`src/hdl/cft_pkg.sv`:
```
// ----------------------------------------------------------------------------
// cft_pkg: shared types and constants of the CSV field tokenizer
// Holds the character codes, the column and row count limits, and the word
// formats passed between the front classifier, the queue and the back end.
// ----------------------------------------------------------------------------
package cft_pkg;

   // Text and field widths.
   localparam int unsigned CHAR_W = 16;

   // Column counting saturates at MAX_COLUMNS.
   localparam int unsigned MAX_COLUMNS = 256;
   localparam int unsigned COL_W       = $clog2(MAX_COLUMNS + 1);
   localparam logic [COL_W-1:0] COL_LIMIT = COL_W'(MAX_COLUMNS);
   localparam logic [COL_W-1:0] COL_ONE   = COL_W'(1);
   localparam logic [COL_W-1:0] COL_TWO   = COL_W'(2);

   // Row counting saturates at the all-ones value.
   localparam int unsigned ROW_COUNT_BITS = 20;
   localparam logic [ROW_COUNT_BITS-1:0] ROW_LIMIT = '1;
   localparam logic [ROW_COUNT_BITS-1:0] ROW_ONE   = ROW_COUNT_BITS'(1);

   // Special characters.
   localparam logic [CHAR_W-1:0] CH_QUOTE      = 16'd34;
   localparam logic [CHAR_W-1:0] CH_CR         = 16'd13;
   localparam logic [CHAR_W-1:0] CH_LF         = 16'd10;
   localparam logic [CHAR_W-1:0] DELIMITER_RST = 16'd44;

   // Operations handed from the front to the back.
   typedef enum logic [1:0] {
      OP_CHAR      = 2'd0,
      OP_FIELD_END = 2'd1,
      OP_ROW_END   = 2'd2,
      OP_END_TEXT  = 2'd3
   } cft_op_code_type;

   // Result kinds on the response channel.
   typedef enum logic [1:0] {
      KIND_CHAR      = 2'd0,
      KIND_FIELD_END = 2'd1,
      KIND_ROW_END   = 2'd2,
      KIND_DONE      = 2'd3
   } cft_kind_type;

   // One queue word: the operation, its character and whether the field
   // was non-empty when the end of text arrived.
   typedef struct packed {
      cft_op_code_type    code;
      logic [CHAR_W-1:0]  char_code;
      logic               field_nonempty;
   } cft_op_type;

endpackage

```
`src/hdl/cft_req_if.sv`:
```
// ----------------------------------------------------------------------------
// cft_req_if: input channel of the CSV field tokenizer
// Carries one UTF-16 code unit or an end-of-text mark per word.
// ----------------------------------------------------------------------------
interface cft_req_if;
   logic                       valid;
   logic                       ready;
   logic [cft_pkg::CHAR_W-1:0] char_code;
   logic                       end_of_text;

   modport source (output valid, output char_code, output end_of_text, input ready);
   modport sink   (input valid, input char_code, input end_of_text, output ready);
endinterface

```
`src/hdl/cft_rsp_if.sv`:
```
// ----------------------------------------------------------------------------
// cft_rsp_if: result channel of the CSV field tokenizer
// Carries one field character, field end, row end or stream-done word.
// ----------------------------------------------------------------------------
interface cft_rsp_if;
   logic                               valid;
   logic                               ready;
   logic [1:0]                         kind;
   logic [cft_pkg::CHAR_W-1:0]         out_char;
   logic [cft_pkg::COL_W-1:0]          column_index;
   logic [cft_pkg::ROW_COUNT_BITS-1:0] row_index;
   logic [cft_pkg::COL_W-1:0]          widest_row;
   logic                               table_valid;
   logic                               last;

   modport source (output valid, output kind, output out_char, output column_index,
                   output row_index, output widest_row, output table_valid,
                   output last, input ready);
   modport sink   (input valid, input kind, input out_char, input column_index,
                   input row_index, input widest_row, input table_valid,
                   input last, output ready);
endinterface

```
`src/hdl/csv_field_tokenizer.sv`:
```
// ----------------------------------------------------------------------------
// csv_field_tokenizer: streaming tokenizer for delimiter-separated text
//
//   channel  direction  word contents
//   req_ch   in         char_code, end_of_text
//   rsp_ch   out        kind, out_char, column_index, row_index, widest_row,
//                       table_valid, last
//   csr_*    in         delimiter write (csr_wr_en, csr_wr_data)
//
// One input word is accepted per cycle unless the queue is full. Its
// result is registered in a queue entry, then in the output register, and
// is offered on rsp_ch. An end of text that closes an open row gives two
// results. Reset is synchronous and clears control and count state but not
// queue or payload storage; the delimiter returns to a comma. The two-entry
// queue lets the input keep flowing while a result waits on rsp_ch.ready.
// ----------------------------------------------------------------------------
module csv_field_tokenizer (
   input  logic                       clock,
   input  logic                       reset,
   cft_req_if.sink                    req_ch,
   cft_rsp_if.source                  rsp_ch,
   input  logic                       csr_wr_en,
   input  logic [cft_pkg::CHAR_W-1:0] csr_wr_data
);

   logic                queue_full;
   logic                push_valid;
   cft_pkg::cft_op_type push_op;
   logic                head_valid;
   cft_pkg::cft_op_type head_op;
   logic                pop;

   // Classifier.
   cft_front u_front (
      .clock       (clock),
      .reset       (reset),
      .req_ch      (req_ch),
      .csr_wr_en   (csr_wr_en),
      .csr_wr_data (csr_wr_data),
      .queue_full  (queue_full),
      .push_valid  (push_valid),
      .push_op     (push_op)
   );

   // Operation queue.
   cft_queue u_queue (
      .clock      (clock),
      .reset      (reset),
      .push_valid (push_valid),
      .push_op    (push_op),
      .pop        (pop),
      .full       (queue_full),
      .head_valid (head_valid),
      .head_op    (head_op)
   );

   // Counting and output.
   cft_back u_back (
      .clock      (clock),
      .reset      (reset),
      .head_valid (head_valid),
      .head_op    (head_op),
      .pop        (pop),
      .rsp_ch     (rsp_ch)
   );

endmodule

```
`src/hdl/cft_front.sv`:
```
// ----------------------------------------------------------------------------
// cft_front: quote tracking and character classification
// Accepts one code unit per cycle unless the queue is full, follows the
// quoting rules and pushes the resulting field operation into the queue.
// CRs outside quotes and quote marks that only change quoting push nothing.
// ----------------------------------------------------------------------------
module cft_front (
   input  logic                       clock,
   input  logic                       reset,
   cft_req_if.sink                    req_ch,
   input  logic                       csr_wr_en,
   input  logic [cft_pkg::CHAR_W-1:0] csr_wr_data,
   input  logic                       queue_full,
   output logic                       push_valid,
   output cft_pkg::cft_op_type        push_op
);

   logic [cft_pkg::CHAR_W-1:0] delimiter_ff;
   logic                       quoted_ff, quoted_in;
   logic                       pending_ff, pending_in;
   logic                       nonempty_ff, nonempty_in;
   logic                       accept;
   logic                       unq_active;
   logic [cft_pkg::CHAR_W-1:0] c;

   assign req_ch.ready = !queue_full;
   assign accept       = req_ch.valid && req_ch.ready;
   assign c            = req_ch.char_code;

   // Delimiter register.
   always_ff @(posedge clock) begin
      if (reset) begin
         delimiter_ff <= cft_pkg::DELIMITER_RST;
      end else if (csr_wr_en) begin
         delimiter_ff <= csr_wr_data;
      end
   end

   // Classification of the accepted word.
   always_comb begin
      quoted_in             = quoted_ff;
      pending_in            = pending_ff;
      nonempty_in           = nonempty_ff;
      push_valid            = 1'b0;
      push_op.code          = cft_pkg::OP_CHAR;
      push_op.char_code     = c;
      push_op.field_nonempty = nonempty_ff;
      unq_active            = 1'b0;

      if (req_ch.end_of_text) begin
         quoted_in    = 1'b0;
         pending_in   = 1'b0;
         nonempty_in  = 1'b0;
         push_valid   = 1'b1;
         push_op.code = cft_pkg::OP_END_TEXT;
      end else if (quoted_ff && pending_ff) begin
         pending_in = 1'b0;
         if (c == cft_pkg::CH_QUOTE) begin
            // A doubled quote is one literal quote.
            push_valid  = 1'b1;
            nonempty_in = 1'b1;
         end else begin
            quoted_in  = 1'b0;
            unq_active = 1'b1;
         end
      end else if (quoted_ff) begin
         if (c == cft_pkg::CH_QUOTE) begin
            pending_in = 1'b1;
         end else begin
            push_valid  = 1'b1;
            nonempty_in = 1'b1;
         end
      end else begin
         unq_active = 1'b1;
      end

      // Unquoted rules, in order: opening quote, delimiter, CR, LF.
      if (unq_active) begin
         if (c == cft_pkg::CH_QUOTE && !nonempty_ff) begin
            quoted_in = 1'b1;
         end else if (c == delimiter_ff) begin
            push_valid   = 1'b1;
            push_op.code = cft_pkg::OP_FIELD_END;
            nonempty_in  = 1'b0;
         end else if (c == cft_pkg::CH_CR) begin
            push_valid = 1'b0;
         end else if (c == cft_pkg::CH_LF) begin
            push_valid   = 1'b1;
            push_op.code = cft_pkg::OP_ROW_END;
            nonempty_in  = 1'b0;
         end else begin
            push_valid  = 1'b1;
            nonempty_in = 1'b1;
         end
      end

      if (!accept) begin
         push_valid = 1'b0;
      end
   end

   // Quoting state.
   always_ff @(posedge clock) begin
      if (reset) begin
         quoted_ff   <= 1'b0;
         pending_ff  <= 1'b0;
         nonempty_ff <= 1'b0;
      end else if (accept) begin
         quoted_ff   <= quoted_in;
         pending_ff  <= pending_in;
         nonempty_ff <= nonempty_in;
      end
   end

endmodule

```
`src/hdl/cft_queue.sv`:
```
// ----------------------------------------------------------------------------
// cft_queue: two-entry operation queue
// Decouples the classifier from the back end so that each can stall on
// its own.
// ----------------------------------------------------------------------------
module cft_queue (
   input  logic                clock,
   input  logic                reset,
   input  logic                push_valid,
   input  cft_pkg::cft_op_type push_op,
   input  logic                pop,
   output logic                full,
   output logic                head_valid,
   output cft_pkg::cft_op_type head_op
);

   cft_pkg::cft_op_type entry_ff [2];
   logic                wr_ptr_ff;
   logic                rd_ptr_ff;
   logic [1:0]          count_ff;
   logic                do_pop;

   assign full       = (count_ff == 2'd2);
   assign head_valid = (count_ff != 2'd0);
   assign head_op    = entry_ff[rd_ptr_ff];
   assign do_pop     = pop && head_valid;

   // Storage.
   always_ff @(posedge clock) begin
      if (push_valid) begin
         entry_ff[wr_ptr_ff] <= push_op;
      end
   end

   // Pointers and fill count.
   always_ff @(posedge clock) begin
      if (reset) begin
         wr_ptr_ff <= 1'b0;
         rd_ptr_ff <= 1'b0;
         count_ff  <= 2'd0;
      end else begin
         if (push_valid) begin
            wr_ptr_ff <= !wr_ptr_ff;
         end
         if (do_pop) begin
            rd_ptr_ff <= !rd_ptr_ff;
         end
         if (push_valid && !do_pop) begin
            count_ff <= count_ff + 2'd1;
         end else if (do_pop && !push_valid) begin
            count_ff <= count_ff - 2'd1;
         end
      end
   end

endmodule

```
`src/hdl/cft_back.sv`:
```
// ----------------------------------------------------------------------------
// cft_back: column and row counting and result output
// Takes operations from the queue, keeps the column, row and widest-row
// counts and drives the result register. An end of text with a pending
// row gives two words: the row end first, then the stream-done word.
// ----------------------------------------------------------------------------
module cft_back (
   input  logic                clock,
   input  logic                reset,
   input  logic                head_valid,
   input  cft_pkg::cft_op_type head_op,
   output logic                pop,
   cft_rsp_if.source           rsp_ch
);

   logic [cft_pkg::COL_W-1:0]          fields_ff, fields_in;
   logic [cft_pkg::COL_W-1:0]          max_ff, max_in;
   logic [cft_pkg::ROW_COUNT_BITS-1:0] rows_ff, rows_in;
   logic                               flushed_ff, flushed_in;

   logic                               valid_ff;
   cft_pkg::cft_kind_type              kind_ff, kind_in;
   logic [cft_pkg::CHAR_W-1:0]         char_ff, char_in;
   logic [cft_pkg::COL_W-1:0]          col_ff, col_in;
   logic [cft_pkg::ROW_COUNT_BITS-1:0] row_ff, row_in;
   logic [cft_pkg::COL_W-1:0]          widest_ff, widest_in;
   logic                               table_ff, table_in;
   logic                               last_ff, last_in;

   logic                               advance;
   logic                               fire;
   logic                               row_end;
   logic [cft_pkg::COL_W-1:0]          fields_sat;
   logic [cft_pkg::COL_W-1:0]          row_width;
   logic [cft_pkg::COL_W-1:0]          max_row;
   logic [cft_pkg::ROW_COUNT_BITS-1:0] rows_sat;

   assign advance = !valid_ff || rsp_ch.ready;
   assign fire    = advance && head_valid;

   // Saturating counts for the field and row ends.
   assign fields_sat = (fields_ff < cft_pkg::COL_LIMIT) ? fields_ff + cft_pkg::COL_ONE
                                                        : fields_ff;
   assign row_width  = (fields_ff < cft_pkg::COL_LIMIT) ? fields_ff + cft_pkg::COL_ONE
                                                        : cft_pkg::COL_LIMIT;
   assign max_row    = (row_width > max_ff) ? row_width : max_ff;
   assign rows_sat   = (rows_ff < cft_pkg::ROW_LIMIT) ? rows_ff + cft_pkg::ROW_ONE : rows_ff;

   // Result and next count values for the head operation.
   always_comb begin
      fields_in  = fields_ff;
      max_in     = max_ff;
      rows_in    = rows_ff;
      flushed_in = flushed_ff;
      kind_in    = cft_pkg::KIND_CHAR;
      char_in    = '0;
      col_in     = fields_ff;
      row_in     = rows_ff;
      widest_in  = max_ff;
      table_in   = 1'b0;
      last_in    = 1'b1;
      pop        = fire;
      row_end    = 1'b0;

      case (head_op.code)
         cft_pkg::OP_CHAR: begin
            char_in = head_op.char_code;
         end
         cft_pkg::OP_FIELD_END: begin
            kind_in   = cft_pkg::KIND_FIELD_END;
            fields_in = fields_sat;
         end
         cft_pkg::OP_ROW_END: begin
            row_end = 1'b1;
         end
         cft_pkg::OP_END_TEXT: begin
            if (!flushed_ff && (head_op.field_nonempty || fields_ff != '0)) begin
               // Flush the open row first and keep the word at the head.
               row_end    = 1'b1;
               last_in    = 1'b0;
               pop        = 1'b0;
               flushed_in = 1'b1;
            end else begin
               kind_in    = cft_pkg::KIND_DONE;
               col_in     = '0;
               table_in   = (rows_ff != '0) && (max_ff >= cft_pkg::COL_TWO);
               fields_in  = '0;
               max_in     = '0;
               rows_in    = '0;
               flushed_in = 1'b0;
            end
         end
         default: begin
            char_in = '0;
         end
      endcase

      if (row_end) begin
         kind_in   = cft_pkg::KIND_ROW_END;
         widest_in = max_row;
         max_in    = max_row;
         rows_in   = rows_sat;
         fields_in = '0;
      end
   end

   // Count registers.
   always_ff @(posedge clock) begin
      if (reset) begin
         fields_ff  <= '0;
         max_ff     <= '0;
         rows_ff    <= '0;
         flushed_ff <= 1'b0;
      end else if (fire) begin
         fields_ff  <= fields_in;
         max_ff     <= max_in;
         rows_ff    <= rows_in;
         flushed_ff <= flushed_in;
      end
   end

   // Output word valid.
   always_ff @(posedge clock) begin
      if (reset) begin
         valid_ff <= 1'b0;
      end else if (advance) begin
         valid_ff <= head_valid;
      end
   end

   // Output word payload.
   always_ff @(posedge clock) begin
      if (fire) begin
         kind_ff   <= kind_in;
         char_ff   <= char_in;
         col_ff    <= col_in;
         row_ff    <= row_in;
         widest_ff <= widest_in;
         table_ff  <= table_in;
         last_ff   <= last_in;
      end
   end

   assign rsp_ch.valid        = valid_ff;
   assign rsp_ch.kind         = kind_ff;
   assign rsp_ch.out_char     = char_ff;
   assign rsp_ch.column_index = col_ff;
   assign rsp_ch.row_index    = row_ff;
   assign rsp_ch.widest_row   = widest_ff;
   assign rsp_ch.table_valid  = table_ff;
   assign rsp_ch.last         = last_ff;

endmodule

```
`src/flat_wrapper.sv`:
```
// flat-port wrapper written by rule: the top's interface ports become plain ports
module csv_field_tokenizer_flat 
  (clock, reset, csr_wr_en, csr_wr_data, req_ch_valid, req_ch_char_code, req_ch_end_of_text, req_ch_ready, rsp_ch_valid, rsp_ch_kind, rsp_ch_out_char, rsp_ch_column_index, rsp_ch_row_index, rsp_ch_widest_row, rsp_ch_table_valid, rsp_ch_last, rsp_ch_ready);
  cft_req_if req_ch_i ();
  cft_rsp_if rsp_ch_i ();
  input  logic clock;
  input  logic reset;
  input  logic csr_wr_en;
  input  logic [cft_pkg::CHAR_W-1:0] csr_wr_data;
  input wire logic [$bits(req_ch_i.valid)-1:0] req_ch_valid;
  input wire logic [$bits(req_ch_i.char_code)-1:0] req_ch_char_code;
  input wire logic [$bits(req_ch_i.end_of_text)-1:0] req_ch_end_of_text;
  output wire logic [$bits(req_ch_i.ready)-1:0] req_ch_ready;
  output wire logic [$bits(rsp_ch_i.valid)-1:0] rsp_ch_valid;
  output wire logic [$bits(rsp_ch_i.kind)-1:0] rsp_ch_kind;
  output wire logic [$bits(rsp_ch_i.out_char)-1:0] rsp_ch_out_char;
  output wire logic [$bits(rsp_ch_i.column_index)-1:0] rsp_ch_column_index;
  output wire logic [$bits(rsp_ch_i.row_index)-1:0] rsp_ch_row_index;
  output wire logic [$bits(rsp_ch_i.widest_row)-1:0] rsp_ch_widest_row;
  output wire logic [$bits(rsp_ch_i.table_valid)-1:0] rsp_ch_table_valid;
  output wire logic [$bits(rsp_ch_i.last)-1:0] rsp_ch_last;
  input wire logic [$bits(rsp_ch_i.ready)-1:0] rsp_ch_ready;
  assign req_ch_i.valid = req_ch_valid;
  assign req_ch_i.char_code = req_ch_char_code;
  assign req_ch_i.end_of_text = req_ch_end_of_text;
  assign req_ch_ready = req_ch_i.ready;
  assign rsp_ch_valid = rsp_ch_i.valid;
  assign rsp_ch_kind = rsp_ch_i.kind;
  assign rsp_ch_out_char = rsp_ch_i.out_char;
  assign rsp_ch_column_index = rsp_ch_i.column_index;
  assign rsp_ch_row_index = rsp_ch_i.row_index;
  assign rsp_ch_widest_row = rsp_ch_i.widest_row;
  assign rsp_ch_table_valid = rsp_ch_i.table_valid;
  assign rsp_ch_last = rsp_ch_i.last;
  assign rsp_ch_i.ready = rsp_ch_ready;
  csv_field_tokenizer u_core (.clock(clock), .reset(reset), .req_ch(req_ch_i), .rsp_ch(rsp_ch_i), .csr_wr_en(csr_wr_en), .csr_wr_data(csr_wr_data));
endmodule
```
`config.mk`:
```
export PLATFORM = sky130hd
export DESIGN_NAME = csv_field_tokenizer_flat
export DESIGN_NICKNAME = d
export VERILOG_FILES = /design/src/hdl/cft_pkg.sv /design/src/hdl/cft_req_if.sv /design/src/hdl/cft_rsp_if.sv /design/src/hdl/csv_field_tokenizer.sv /design/src/hdl/cft_front.sv /design/src/hdl/cft_queue.sv /design/src/hdl/cft_back.sv /design/src/flat_wrapper.sv
export SDC_FILE = /design/constraint.sdc
export NUM_CORES = 1
export LEC_CHECK = 0
export BUFFER_PORTS_ARGS = -buffer_cell sky130_fd_sc_hd__buf_2
export CORE_AREA = 3 3 118 120
export DETAILED_ROUTE_END_ITERATION = 7
export DIE_AREA = 0 0 121 123
export PLACE_DENSITY = 0.76
export SETUP_SLACK_MARGIN = 0.02
export SYNTH_ARGS = -nofsm -noshare
export SYNTH_HDL_FRONTEND = slang
export SYNTH_HIERARCHICAL = 1
export SYNTH_SLANG_ARGS = --single-unit
```
`constraint.sdc`:
```
create_clock -name clock -period 4.45 [get_ports clock]
set_input_delay 0.445 -clock clock [delete_from_list [all_inputs] [get_ports clock]]
set_output_delay 0.445 -clock clock [all_outputs]
set_load 0.01 [all_outputs]
```
==> results.py, run 1 <==
metrics = {
    "min_path": {
        "hold_class": "input port to flip-flop",
        "whs_path_depth": 2,
        "hold-path-endpoint": "u_core/u_front/delimiter_ff[2]$_SDFFE_PP1P_",
        "hold_start": "csr_wr_data[2]",
    },
    "clock_tree": {
        "cts_root_buf": "clkbuf_16",
        "numCtsBuffers": 17,
        "worstSkewPairLatency_ns": 0.42,
        "cts_tree": "done",
        "cts_max_level": 4,
        "holdBufCountCts": 0,
        "cts_resized": 0,
        "cts.clk_slew.worst_paths_ns": 0.07,
        "postCtsSetupBuffers": 0,
        "clockBufferDepth": 2,
        "cts_sinks": 160,
    },
    "critical_path": {
        "end_kind": "flip-flop",
        "required_ns": 4.62,
        "r2r_slack_ns": 0.85,
        "arrival_ns": 3.77,
        "worstReg2RegStart": "u_core/u_back/fields_ff[0]$_SDFFE_PP0P_",
        "reg2reg_depth": 11,
        "cp_max_fo": 8,
        "r2r-end": "u_core/u_back/rsp_ch.widest_row[5]$_DFFE_PP_",
        "crit_path_start_kind": "flip-flop",
        "crit_type": "flip-flop to flip-flop",
    },
    "route": {
        "wl_per_cell_um": 16.07,
        "viasPerCell": 5.547,
        "drt.antenna.violating_nets": 0,
        "drc": 0,
        "route.vias.total": 4859,
        "dr.pass1.iters": 6,
        "postRouteWirelength_um": 14080,
        "drt_iter0_markers": 353,
    },
    "die": {
        "coreArea_um2": 13090,
        "dieArea_um2": 14880,
        "rows": 42,
        "die_w_um": 121,
        "boundaryPins": 98,
        "start_util_pct": 54.54,
        "die_h_um": 123,
    },
    "sta": {
        "worstMarginPinSlew_ns": 0.8498,
        "timing.slew.headroom_pct": 43.27,
        "finalSetupViolations": 0,
        "drv_slew": 0,
        "fin_setup_tns_ns": 0,
        "period_minus_slack_ns": 3.600,
        "hold_ws_ns": 0.2387,
        "max_freq_mhz": 277.8,
        "hold_viol": 0,
        "rsz0062_at_grt": "no",
        "worst_clock_skew_ns": 0.008976,
        "fin_crit_sh_pct": 80.90,
    },
    "logic_synthesis": {
        "synth_edf_count": 96,
        "ys.flop_type": "edfxtp_1",
        "synthCells": 607,
        "synth_top_family_by_area": "simple AND/OR/NAND/NOR gates",
        "ys_warn_count": 6,
        "synth.distinct_cells": 56,
        "syn_avg_cell_area_um2": 11.76,
        "synth_xor_area_share_pct": 5.277,
        "synth_mux_area_share_pct": 6.224,
        "synth_area_um2": 7137,
        "ys_ff_latch": 160,
        "synthSimpleGateAreaFrac_pct": 16.34,
        "synth-compound-area-share_pct": 6.872,
        "syn_nets": 660,
        "synth_fa_ha_area_share_pct": 2.630,
        "synth_seq_area_share_pct": 58.35,
        "async_reset_ff_share_pct": 0,
    },
    "final_layout": {
        "drive_gt1_share_pct": 24.71,
        "num-nets-final": 740,
        "diodes": 0,
        "seqCellArea_um2": 4164,
        "multi_input_area_um2": 2666,
        "syn2layout_area_growth_pct": 15.69,
        "fillers": 1004,
    },
    "grt": {
        "grt_pass1_wl_um": 22550,
        "grtUsageTotal_pct": 19.36,
        "grt_overflow": 0,
        "grt_start_max_net_pins": 40,
        "antenna_found_initial": 0,
        "grt_pass1_vias": 4586,
    },
    "power_and_ir_drop": {
        "vdd_drop_max_v": 0.0002579,
        "p_leak_uw": 0.003158,
        "p_per_area_nw_per_um2": 589.8,
    },
    "place": {
        "gp_congestion": 0.9166,
        "numPortBuffers": 97,
        "hpwl_um": 9782,
    },
    "run_status": {
        "status": "completed",
    },
    "job": {
        "cap_violations": 0,
    },
}
## routing by layer
layer	vias up	routed length, um	GRT usage [%]
li1	2355	-	-
met1	2327	6098	24.47
met2	165	6955	32.27
met3	12	843	4.758
met4	0	183	7.578
met5	-	0	0
## synthesized netlist by cell type, types with 2 or more instances
cell       n  area, um2
edfxtp_1  96       2883
nor2_1    68      255.2
dfxtp_1   64       1281
xnor2_1   37      324.1
mux2_2    27      304.0
a21oi_1   22      110.1
inv_1     21      78.83
and2_1    20      125.1
buf_4     19      142.6
clkbuf_1  16      60.06
nand2_1   16      60.06
nor4_1    16      100.1
ha_1      15      187.7
nor3_1    15      75.07
mux2i_1   14      140.1
nand4_1   14      87.58
o21ai_0   14      70.07
nand3_1   13      65.06
nor2b_1   13      81.33
and3_1    10      62.56
a22o_1     8      70.07
nand3b_1   7      52.55
xor2_1     6      52.55
a211o_1    5      43.79
a31oi_1    5      31.28
a21o_1     3      22.52
buf_2      3      15.01
nor3b_1    3      22.52
or3_1      3      18.77
a211oi_1   2      15.01
a31o_2     2      17.52
and4_1     2      17.52
and4bb_2   2      25.02
nand2b_1   2      12.51
nor4_2     2      25.02
or2_2      2      12.51
## where the power goes
part           internal (uW)  switching, uW
Clock                    900            619
Combinational            453            748
Sequential              2010            141
## layout make-up
type,instances,share of cell area (%)
Sequential cell,160,50.43
Tap cell,176,2.667
Clock inverter,15,2.349
Inverter,21,0.9547
Timing Repair Buffer,100,6.152
Multi-Input combinational cell,387,32.29
Clock buffer,17,5.152
## critical path, stage by stage (launching register included)
cell and delay [ns]:
dfxtp_1 0.42, ha_1 0.26, and3_1 0.26, and3_1 0.26, xnor2_1 0.08, nor2_1 0.20, ha_1 0.31, a2111o_1 0.37
o21ai_0 0.34, nand2_1 0.16, nand2_1 0.31, mux2_2 0.39
## layout by cell type (no fill, tap or decap), types with 17 or more instances in the layout
cell type,instances
nor2_1,68
a21oi_1,22
inv_1,21
buf_2,97
mux2_2,27
edfxtp_1,96
xnor2_1,37
and2_1,19
dfxtp_1,64
clkbuf_16,17
## kinds of logic (layout without fill, tap and decap cells)
| family | after synthesis | in the layout |
|---|---|---|
| AO/OA/AOI/OAI | 73 | 73 |
| adder cells (fa/ha/maj) | 15 | 15 |
| buffers and inverters | 60 | 153 |
| XOR/XNOR | 43 | 43 |
| AND/OR/NAND/NOR | 215 | 215 |
| multiplexers | 41 | 41 |
| flip-flops | 160 | 160 |
## through the flow
stage | cell area (um2) | power, uW | instances | util [%] | worst slack (ns)
finish | 8257 | 4870 | 876 | 63.10 | 0.8501
global route | 8257 | 5110 | 876 | 63.10 | 0.6946
CTS | 8257 | 4906 | 876 | 63.10 | 0.8747
detailed placement | 7637 | 3385 | 844 | 58.37 | 0.9481
global placement | 7637 | 3344 | 844 | 58.37 | 1.124
floorplan | 7137 | 2985 | 607 | - | 0.8076
## worst max path at each step
stage,start,end
after floorplan,rsp_ch_ready,u_core/u_queue/count_ff[1]$_SDFFE_PP0P_
final,u_core/u_back/fields_ff[0]$_SDFFE_PP0P_,u_core/u_back/rsp_ch.widest_row[5]$_DFFE_PP_
after global placement,u_core/u_back/fields_ff[0]$_SDFFE_PP0P_,u_core/u_back/rsp_ch.widest_row[6]$_DFFE_PP_
after global routing,u_core/u_back/fields_ff[0]$_SDFFE_PP0P_,u_core/u_back/rsp_ch.widest_row[5]$_DFFE_PP_
after detailed placement,u_core/u_back/fields_ff[0]$_SDFFE_PP0P_,u_core/u_back/rsp_ch.widest_row[2]$_DFFE_PP_
after CTS,u_core/u_back/fields_ff[0]$_SDFFE_PP0P_,u_core/u_back/rsp_ch.widest_row[5]$_DFFE_PP_
## registers in the layout, summed over array words and instances (netlist names), named ones only
register and flops:
u_core/u_back/max_ff 9, u_core/u_back/fields_ff 9, u_core/u_back/rsp_ch.column_index 9, u_core/u_back/flushed_ff 1
u_core/u_back/row_in 20, u_core/u_back/rsp_ch.table_valid 1, u_core/u_front/delimiter_ff 16, u_core/u_back/rsp_ch.row_index 20
u_core/u_back/rsp_ch.valid 1, u_core/u_queue/wr_ptr_ff 1, u_core/u_queue/rd_ptr_ff 1, u_core/u_back/rsp_ch.out_char 16
u_core/u_queue/count_ff 2, u_core/u_front/pending_ff 1, u_core/u_back/rsp_ch.kind 2, u_core/u_front/nonempty_ff 1
u_core/u_back/rsp_ch.last 1, u_core/u_front/quoted_ff 1, u_core/u_back/rsp_ch.widest_row 9, u_core/u_queue/entry_ff 38
Note: power is estimated with default switching activity, not from simulation.
==> run 2, diff against run 1 <==
CORE_AREA = 3 3 122 124   (was 3 3 118 120)
DIE_AREA = 0 0 125 127   (was 0 0 121 123)
PLACE_DENSITY = 0.75   (was 0.76)
clock period = 2.94 ns   (was 4.45 ns; I/O delays follow)
==> results.py, run 2 (synthesis results as in run 1) <==
metrics = {
    "critical_path": {
        "r2r-end": "u_core/u_back/max_ff[5]$_SDFFE_PP0P_",
        "end_kind": "flip-flop",
        "crit_slowest_cell": "nor3b_4",
        "critical_path.max_stage_delay_ns": 0.38,
        "worstReg2RegStart": "u_core/u_back/fields_ff[2]$_SDFFE_PP0P_",
        "path_cells": "and3_4, and3_4, buf_4, xnor2_2, nor2_2, ha_1, o21ai_0, a211oi_2, o21ai_2, buf_6, a211oi_4, nor3b_4, a22o_1",
        "reg2reg_depth": 13,
        "arrival_ns": 3.31,
        "r2r_slack_ns": 0.002,
        "crit_path_start_kind": "flip-flop",
        "required_ns": 3.31,
        "cp_max_fo": 8,
        "cp_common_cell": "and3_4",
        "crit_type": "flip-flop to flip-flop",
    },
    "clock_tree": {
        "cts_max_level": 4,
        "numCtsBuffers": 17,
        "clockBufferDepth": 2,
        "worstSkewPairLatency_ns": 0.43,
        "cts_root_buf": "clkbuf_16",
        "cts_sinks": 160,
        "cts.clk_slew.worst_paths_ns": 0.06,
        "cts_tree": "done",
    },
    "sta": {
        "timing.slew.headroom_pct": 46.51,
        "finalSetupViolations": 0,
        "max_freq_mhz": 340.4,
        "rsz0062_at_grt": "yes",
        "setup_slack_ns": 0.002383,
        "worstMarginPinSlew_ns": 0.8024,
        "fin_setup_tns_ns": 0,
        "drv_slew": 0,
        "period_minus_slack_ns": 2.938,
        "worst_clock_skew_ns": 0.009599,
        "fin_crit_sh_pct": 99.92,
        "hold_viol": 0,
    },
    "route": {
        "wl_per_cell_um": 15.97,
        "drt.antenna.violating_nets": 0,
        "postRouteWirelength_um": 14450,
        "viasPerCell": 5.414,
        "drt_iter0_markers": 372,
        "route.vias.total": 4900,
        "drc": 0,
        "dr.pass1.iters": 5,
    },
    "min_path": {
        "hold_start": "csr_wr_data[3]",
        "whs_path_depth": 2,
        "hold_class": "input port to flip-flop",
        "hold-path-endpoint": "u_core/u_front/delimiter_ff[3]$_SDFFE_PP1P_",
    },
    "final_layout": {
        "num-nets-final": 766,
        "diodes": 0,
        "syn2layout_area_growth_pct": 21.76,
        "final_cell_mix": "buf_2, edfxtp_1, nor2_1, dfxtp_1, xnor2_1",
        "design_area_um2": 8690,
        "instances_no_fill": 905,
        "final_common_cell": "buf_2",
        "regMostFlops": "u_core/u_queue/entry_ff",
        "largest_reg_flops": 38,
        "drive_gt1_share_pct": 31.17,
    },
    "grt": {
        "grt_pass1_vias": 4839,
        "grt_start_max_net_pins": 50,
        "grt_overflow": 0,
        "grt_pass1_wl_um": 23270,
        "antenna_found_initial": 0,
        "grtUsageTotal_pct": 18.16,
    },
    "power_and_ir_drop": {
        "clkPwrFrac_pct": 29.9,
        "p_switching_uw": 2337,
        "p_comb_share_pct": 27.7,
        "p_sw_share_pct": 30.99,
        "seqPwrFrac_pct": 42.5,
        "p_int_uw": 5205,
        "vdd_drop_max_v": 0.0004559,
        "p_leak_uw": 0.003317,
        "p_per_area_nw_per_um2": 867.9,
    },
    "die": {
        "start_util_pct": 51.42,
        "rows": 43,
        "coreArea_um2": 13880,
        "die_w_um": 125,
        "die_h_um": 127,
        "dieArea_um2": 15880,
        "boundaryPins": 98,
    },
    "place": {
        "post-place-cells": 866,
        "numPortBuffers": 97,
        "place_worst_setup_slack_ns": 0.02189,
        "hpwl_um": 10080,
        "gp_congestion": 0.8733,
        "place_area_um2": 7792,
    },
    "run_status": {
        "status": "completed",
    },
    "job": {
        "cap_violations": 0,
    },
}
run 2: stage by stage:
step,utilization [%],hold slack (ns),total power (uW)
2_1_floorplan,-,0.3631,4508
3_3_place_gp,56.14,0.4552,5164
3_5_place_dp,56.14,0.4622,5231
4_1_cts,60.57,0.06223,7493
5_1_grt,62.60,0.06113,7929
6_report,62.60,0.06824,7541
run 2: power groups by stage:
stage | combinational (uW) | clock (uW) | sequential [uW]
4_1_cts | 2000 | 2290 | 3210
3_3_place_gp | 1930 | 0 | 3230
5_1_grt | 2290 | 2390 | 3260
3_5_place_dp | 1980 | 0 | 3250
6_report | 2090 | 2250 | 3200
2_1_floorplan | 1100 | 0 | 3410
run 2: area by class of cell:
| class | instances | area, um2 |
|---|---|---|
| Sequential cell | 160 | 4175 |
| Inverter | 21 | 78.83 |
| Multi-Input combinational cell | 387 | 2892 |
| Timing Repair Buffer | 126 | 710.7 |
| Tap cell | 180 | 225.2 |
| Clock buffer | 17 | 425.4 |
| Fill cell | 1086 | 5191 |
| Clock inverter | 14 | 182.7 |
run 2: critical path: cells and delay by family (launching register included):
| family | cells | cell delay, ns |
|---|---|---|
| and+or+nand+nor | 4 | 0.81 |
| xor gates and xnor gates | 1 | 0.13 |
| AOI/OAI and AO/OA | 5 | 0.96 |
| DFF | 1 | 0.36 |
| buffers and inverters | 2 | 0.29 |
| adders and majority gates | 1 | 0.33 |
run 2: per-layer routing:
layer | track usage (%) | up-vias | part of all wire [%]
met5 | 0 | - | 0
met4 | 8.546 | 0 | 2.3
met2 | 29.77 | 170 | 49
met3 | 5.309 | 30 | 6.2
li1 | - | 2394 | -
met1 | 22.29 | 2306 | 43
run 2: what timing repair did:
item                                    4_1_cts  5_1_grt
pin swaps                                     0       15
endpoints found under the setup margin       15       17
gates resized for setup                       3       45
setup buffers                                 0        9
hold buffers                                  0        0
run 2: worst max-delay path by stage:
stage / cells past startpoint / start / slack [ns] / end
5_1_grt: 13 / u_core/u_back/fields_ff[2]$_SDFFE_PP0P_ / -0.12 / u_core/u_back/max_ff[7]$_SDFFE_PP0P_
6_report: 13 / u_core/u_back/fields_ff[2]$_SDFFE_PP0P_ / 0.002 / u_core/u_back/max_ff[5]$_SDFFE_PP0P_
3_5_place_dp: 13 / u_core/u_back/fields_ff[1]$_SDFFE_PP0P_ / 0.02 / u_core/u_back/max_ff[2]$_SDFFE_PP0P_
3_3_place_gp: 11 / u_core/u_back/fields_ff[1]$_SDFFE_PP0P_ / 0.07 / u_core/u_back/rsp_ch.widest_row[7]$_DFFE_PP_
4_1_cts: 13 / u_core/u_back/fields_ff[0]$_SDFFE_PP0P_ / 0.03 / u_core/u_back/max_ff[3]$_SDFFE_PP0P_
2_1_floorplan: 11 / u_core/u_back/fields_ff[0]$_SDFFE_PP0P_ / 0.05 / u_core/u_back/rsp_ch.widest_row[0]$_DFFE_PP_
==> run 3, diff against run 2 <==
CAP_MARGIN = 0   (was not set)
CORE_AREA = 3 3 118 120   (was 3 3 122 124)
DIE_AREA = 0 0 121 123   (was 0 0 125 127)
PLACE_DENSITY = 0.76   (was 0.75)
clock period = 3.78 ns   (was 2.94 ns; I/O delays follow)
==> results.py, run 3 (synthesis results as in run 1) <==
metrics = {
    "sta": {
        "finalSetupViolations": 0,
        "period_minus_slack_ns": 3.544,
        "worstMarginPinSlew_ns": 0.7485,
        "worst_clock_skew_ns": 0.01025,
        "max_freq_mhz": 282.2,
        "rsz0062_at_grt": "no",
        "fin_crit_sh_pct": 93.76,
        "timing.slew.headroom_pct": 49.64,
        "hold_viol": 0,
        "drv_slew": 0,
        "setup_slack_ns": 0.2360,
        "fin_setup_tns_ns": 0,
    },
    "final_layout": {
        "num-nets-final": 743,
        "final_cell_mix": "buf_2, edfxtp_1, nor2_1, dfxtp_1, xnor2_1",
        "drive_gt1_share_pct": 24.79,
        "diodes": 0,
        "largest_reg_flops": 38,
        "regMostFlops": "u_core/u_queue/entry_ff",
        "syn2layout_area_growth_pct": 15.16,
        "instances_no_fill": 878,
        "final_common_cell": "buf_2",
    },
    "place": {
        "gp_congestion": 0.8983,
        "place_worst_setup_slack_ns": 0.3175,
        "post-place-cells": 847,
        "hpwl_um": 9685,
        "numPortBuffers": 97,
    },
    "die": {
        "boundaryPins": 98,
        "die_w_um": 121,
        "start_util_pct": 54.54,
        "coreArea_um2": 13090,
        "dieArea_um2": 14880,
        "rows": 42,
        "die_h_um": 123,
    },
    "critical_path": {
        "crit_type": "flip-flop to flip-flop",
        "arrival_ns": 3.72,
        "critical_path.max_stage_delay_ns": 0.42,
        "crit_slowest_cell": "dfxtp_1",
        "path_cells": "ha_1, and3_1, and3_1, xnor2_1, nor2_1, ha_1, a2111o_1, o21ai_0, nand2_1, nand2_1, mux2_2",
        "crit_family": "simple AND/OR/NAND/NOR gates",
        "crit_path_start_kind": "flip-flop",
        "critPathBufInv": 0,
        "end_kind": "flip-flop",
        "required_ns": 3.95,
        "cp_max_fo": 8,
    },
    "job": {
        "cap_violations": 0,
    },
    "route": {
        "route.vias.total": 4881,
        "drc": 0,
        "dr.pass1.iters": 5,
        "viasPerCell": 5.559,
        "drt.antenna.violating_nets": 0,
        "wl_per_cell_um": 15.67,
        "drt_iter0_markers": 342,
        "postRouteWirelength_um": 13760,
    },
    "grt": {
        "top_usage_layer": "met2",
        "antenna_found_initial": 0,
        "met2_usage_pct": 32.09,
        "grt_util_met1_pct": 23.71,
        "grt_pass1_wl_um": 22380,
        "grt_overflow": 0,
        "grt_pass1_vias": 4754,
        "use_met3_pct": 4.895,
        "grtUsageTotal_pct": 19.10,
        "grt_start_max_net_pins": 40,
    },
    "clock_tree": {
        "cts_max_level": 4,
        "clockBufferDepth": 2,
        "cts_sinks": 160,
        "cts_root_buf": "clkbuf_16",
        "cts.clk_slew.worst_paths_ns": 0.06,
        "numCtsBuffers": 17,
        "cts_tree": "done",
        "worstSkewPairLatency_ns": 0.42,
        "holdBufCountCts": 0,
        "postCtsSetupBuffers": 0,
        "cts_resized": 0,
    },
    "power_and_ir_drop": {
        "p_sw_share_pct": 31.25,
        "p_leak_uw": 0.003135,
        "p_per_area_nw_per_um2": 676.4,
        "seqPwrFrac_pct": 44.8,
        "p_switching_uw": 1737,
        "p_int_uw": 3822,
        "vdd_drop_max_v": 0.0003129,
        "p_comb_share_pct": 26.4,
        "clkPwrFrac_pct": 28.8,
    },
    "min_path": {
        "hold_class": "input port to flip-flop",
    },
    "run_status": {
        "status": "completed",
    },
}
run 3: cell types whose count changed in the layout (fill, tap and decap cells not counted), sizes merged:
| cell | before | now |
|---|---|---|
| buf | 126 | 103 |
| bufinv | 3 | 1 |
| clkinvlp | 0 | 4 |
| clkinv | 6 | 4 |
run 3: through the flow:
step | hold slack, ns | util, % | cell area (um2) | power (uW)
2_1_floorplan | 0.4377 | - | 7137 | 3514
3_3_place_gp | 0.4529 | 58.54 | 7660 | 3950
3_5_place_dp | 0.4710 | 58.54 | 7660 | 4005
4_1_cts | 0.1480 | 62.81 | 8219 | 5608
5_1_grt | 0.1559 | 62.81 | 8219 | 5853
6_report | 0.1629 | 62.81 | 8219 | 5559
run 3: routing by layer:
layer / vias to the layer above / wire length [um]
li1: 2345 / -
met5: - / 0
met3: 24 / 800
met4: 0 / 219
met1: 2348 / 5968
met2: 164 / 6772
run 3: power groups by stage:
stage	registers [uW]	logic [uW]	clock network, uW
4_1_cts	2500	1480	1630
3_5_place_dp	2530	1470	0
6_report	2490	1470	1600
5_1_grt	2530	1620	1700
3_3_place_gp	2510	1440	0
2_1_floorplan	2670	847	0
run 3: path summary, 6_finish.rpt:
path	from	to	slack, ns	cells past startpoint
max reg2reg	u_core/u_back/fields_ff[0]$_SDFFE_PP0P_	u_core/u_back/rsp_ch.widest_row[6]$_DFFE_PP_	0.24	11
min reg2reg	u_core/u_back/flushed_ff$_SDFFE_PP0P_	u_core/u_back/flushed_ff$_SDFFE_PP0P_	0.47	2
min	csr_wr_data[3]	u_core/u_front/delimiter_ff[3]$_SDFFE_PP1P_	0.16	2
max	u_core/u_back/fields_ff[0]$_SDFFE_PP0P_	u_core/u_back/rsp_ch.widest_row[6]$_DFFE_PP_	0.24	11
run 3: cell type report:
class,instances,area [um2]
Fill cell,995,4866
Sequential cell,160,4164
Multi-Input combinational cell,387,2666
Timing Repair Buffer,103,530.5
Clock buffer,17,425.4
Tap cell,176,220.2
Clock inverter,14,133.9
Inverter,21,78.83
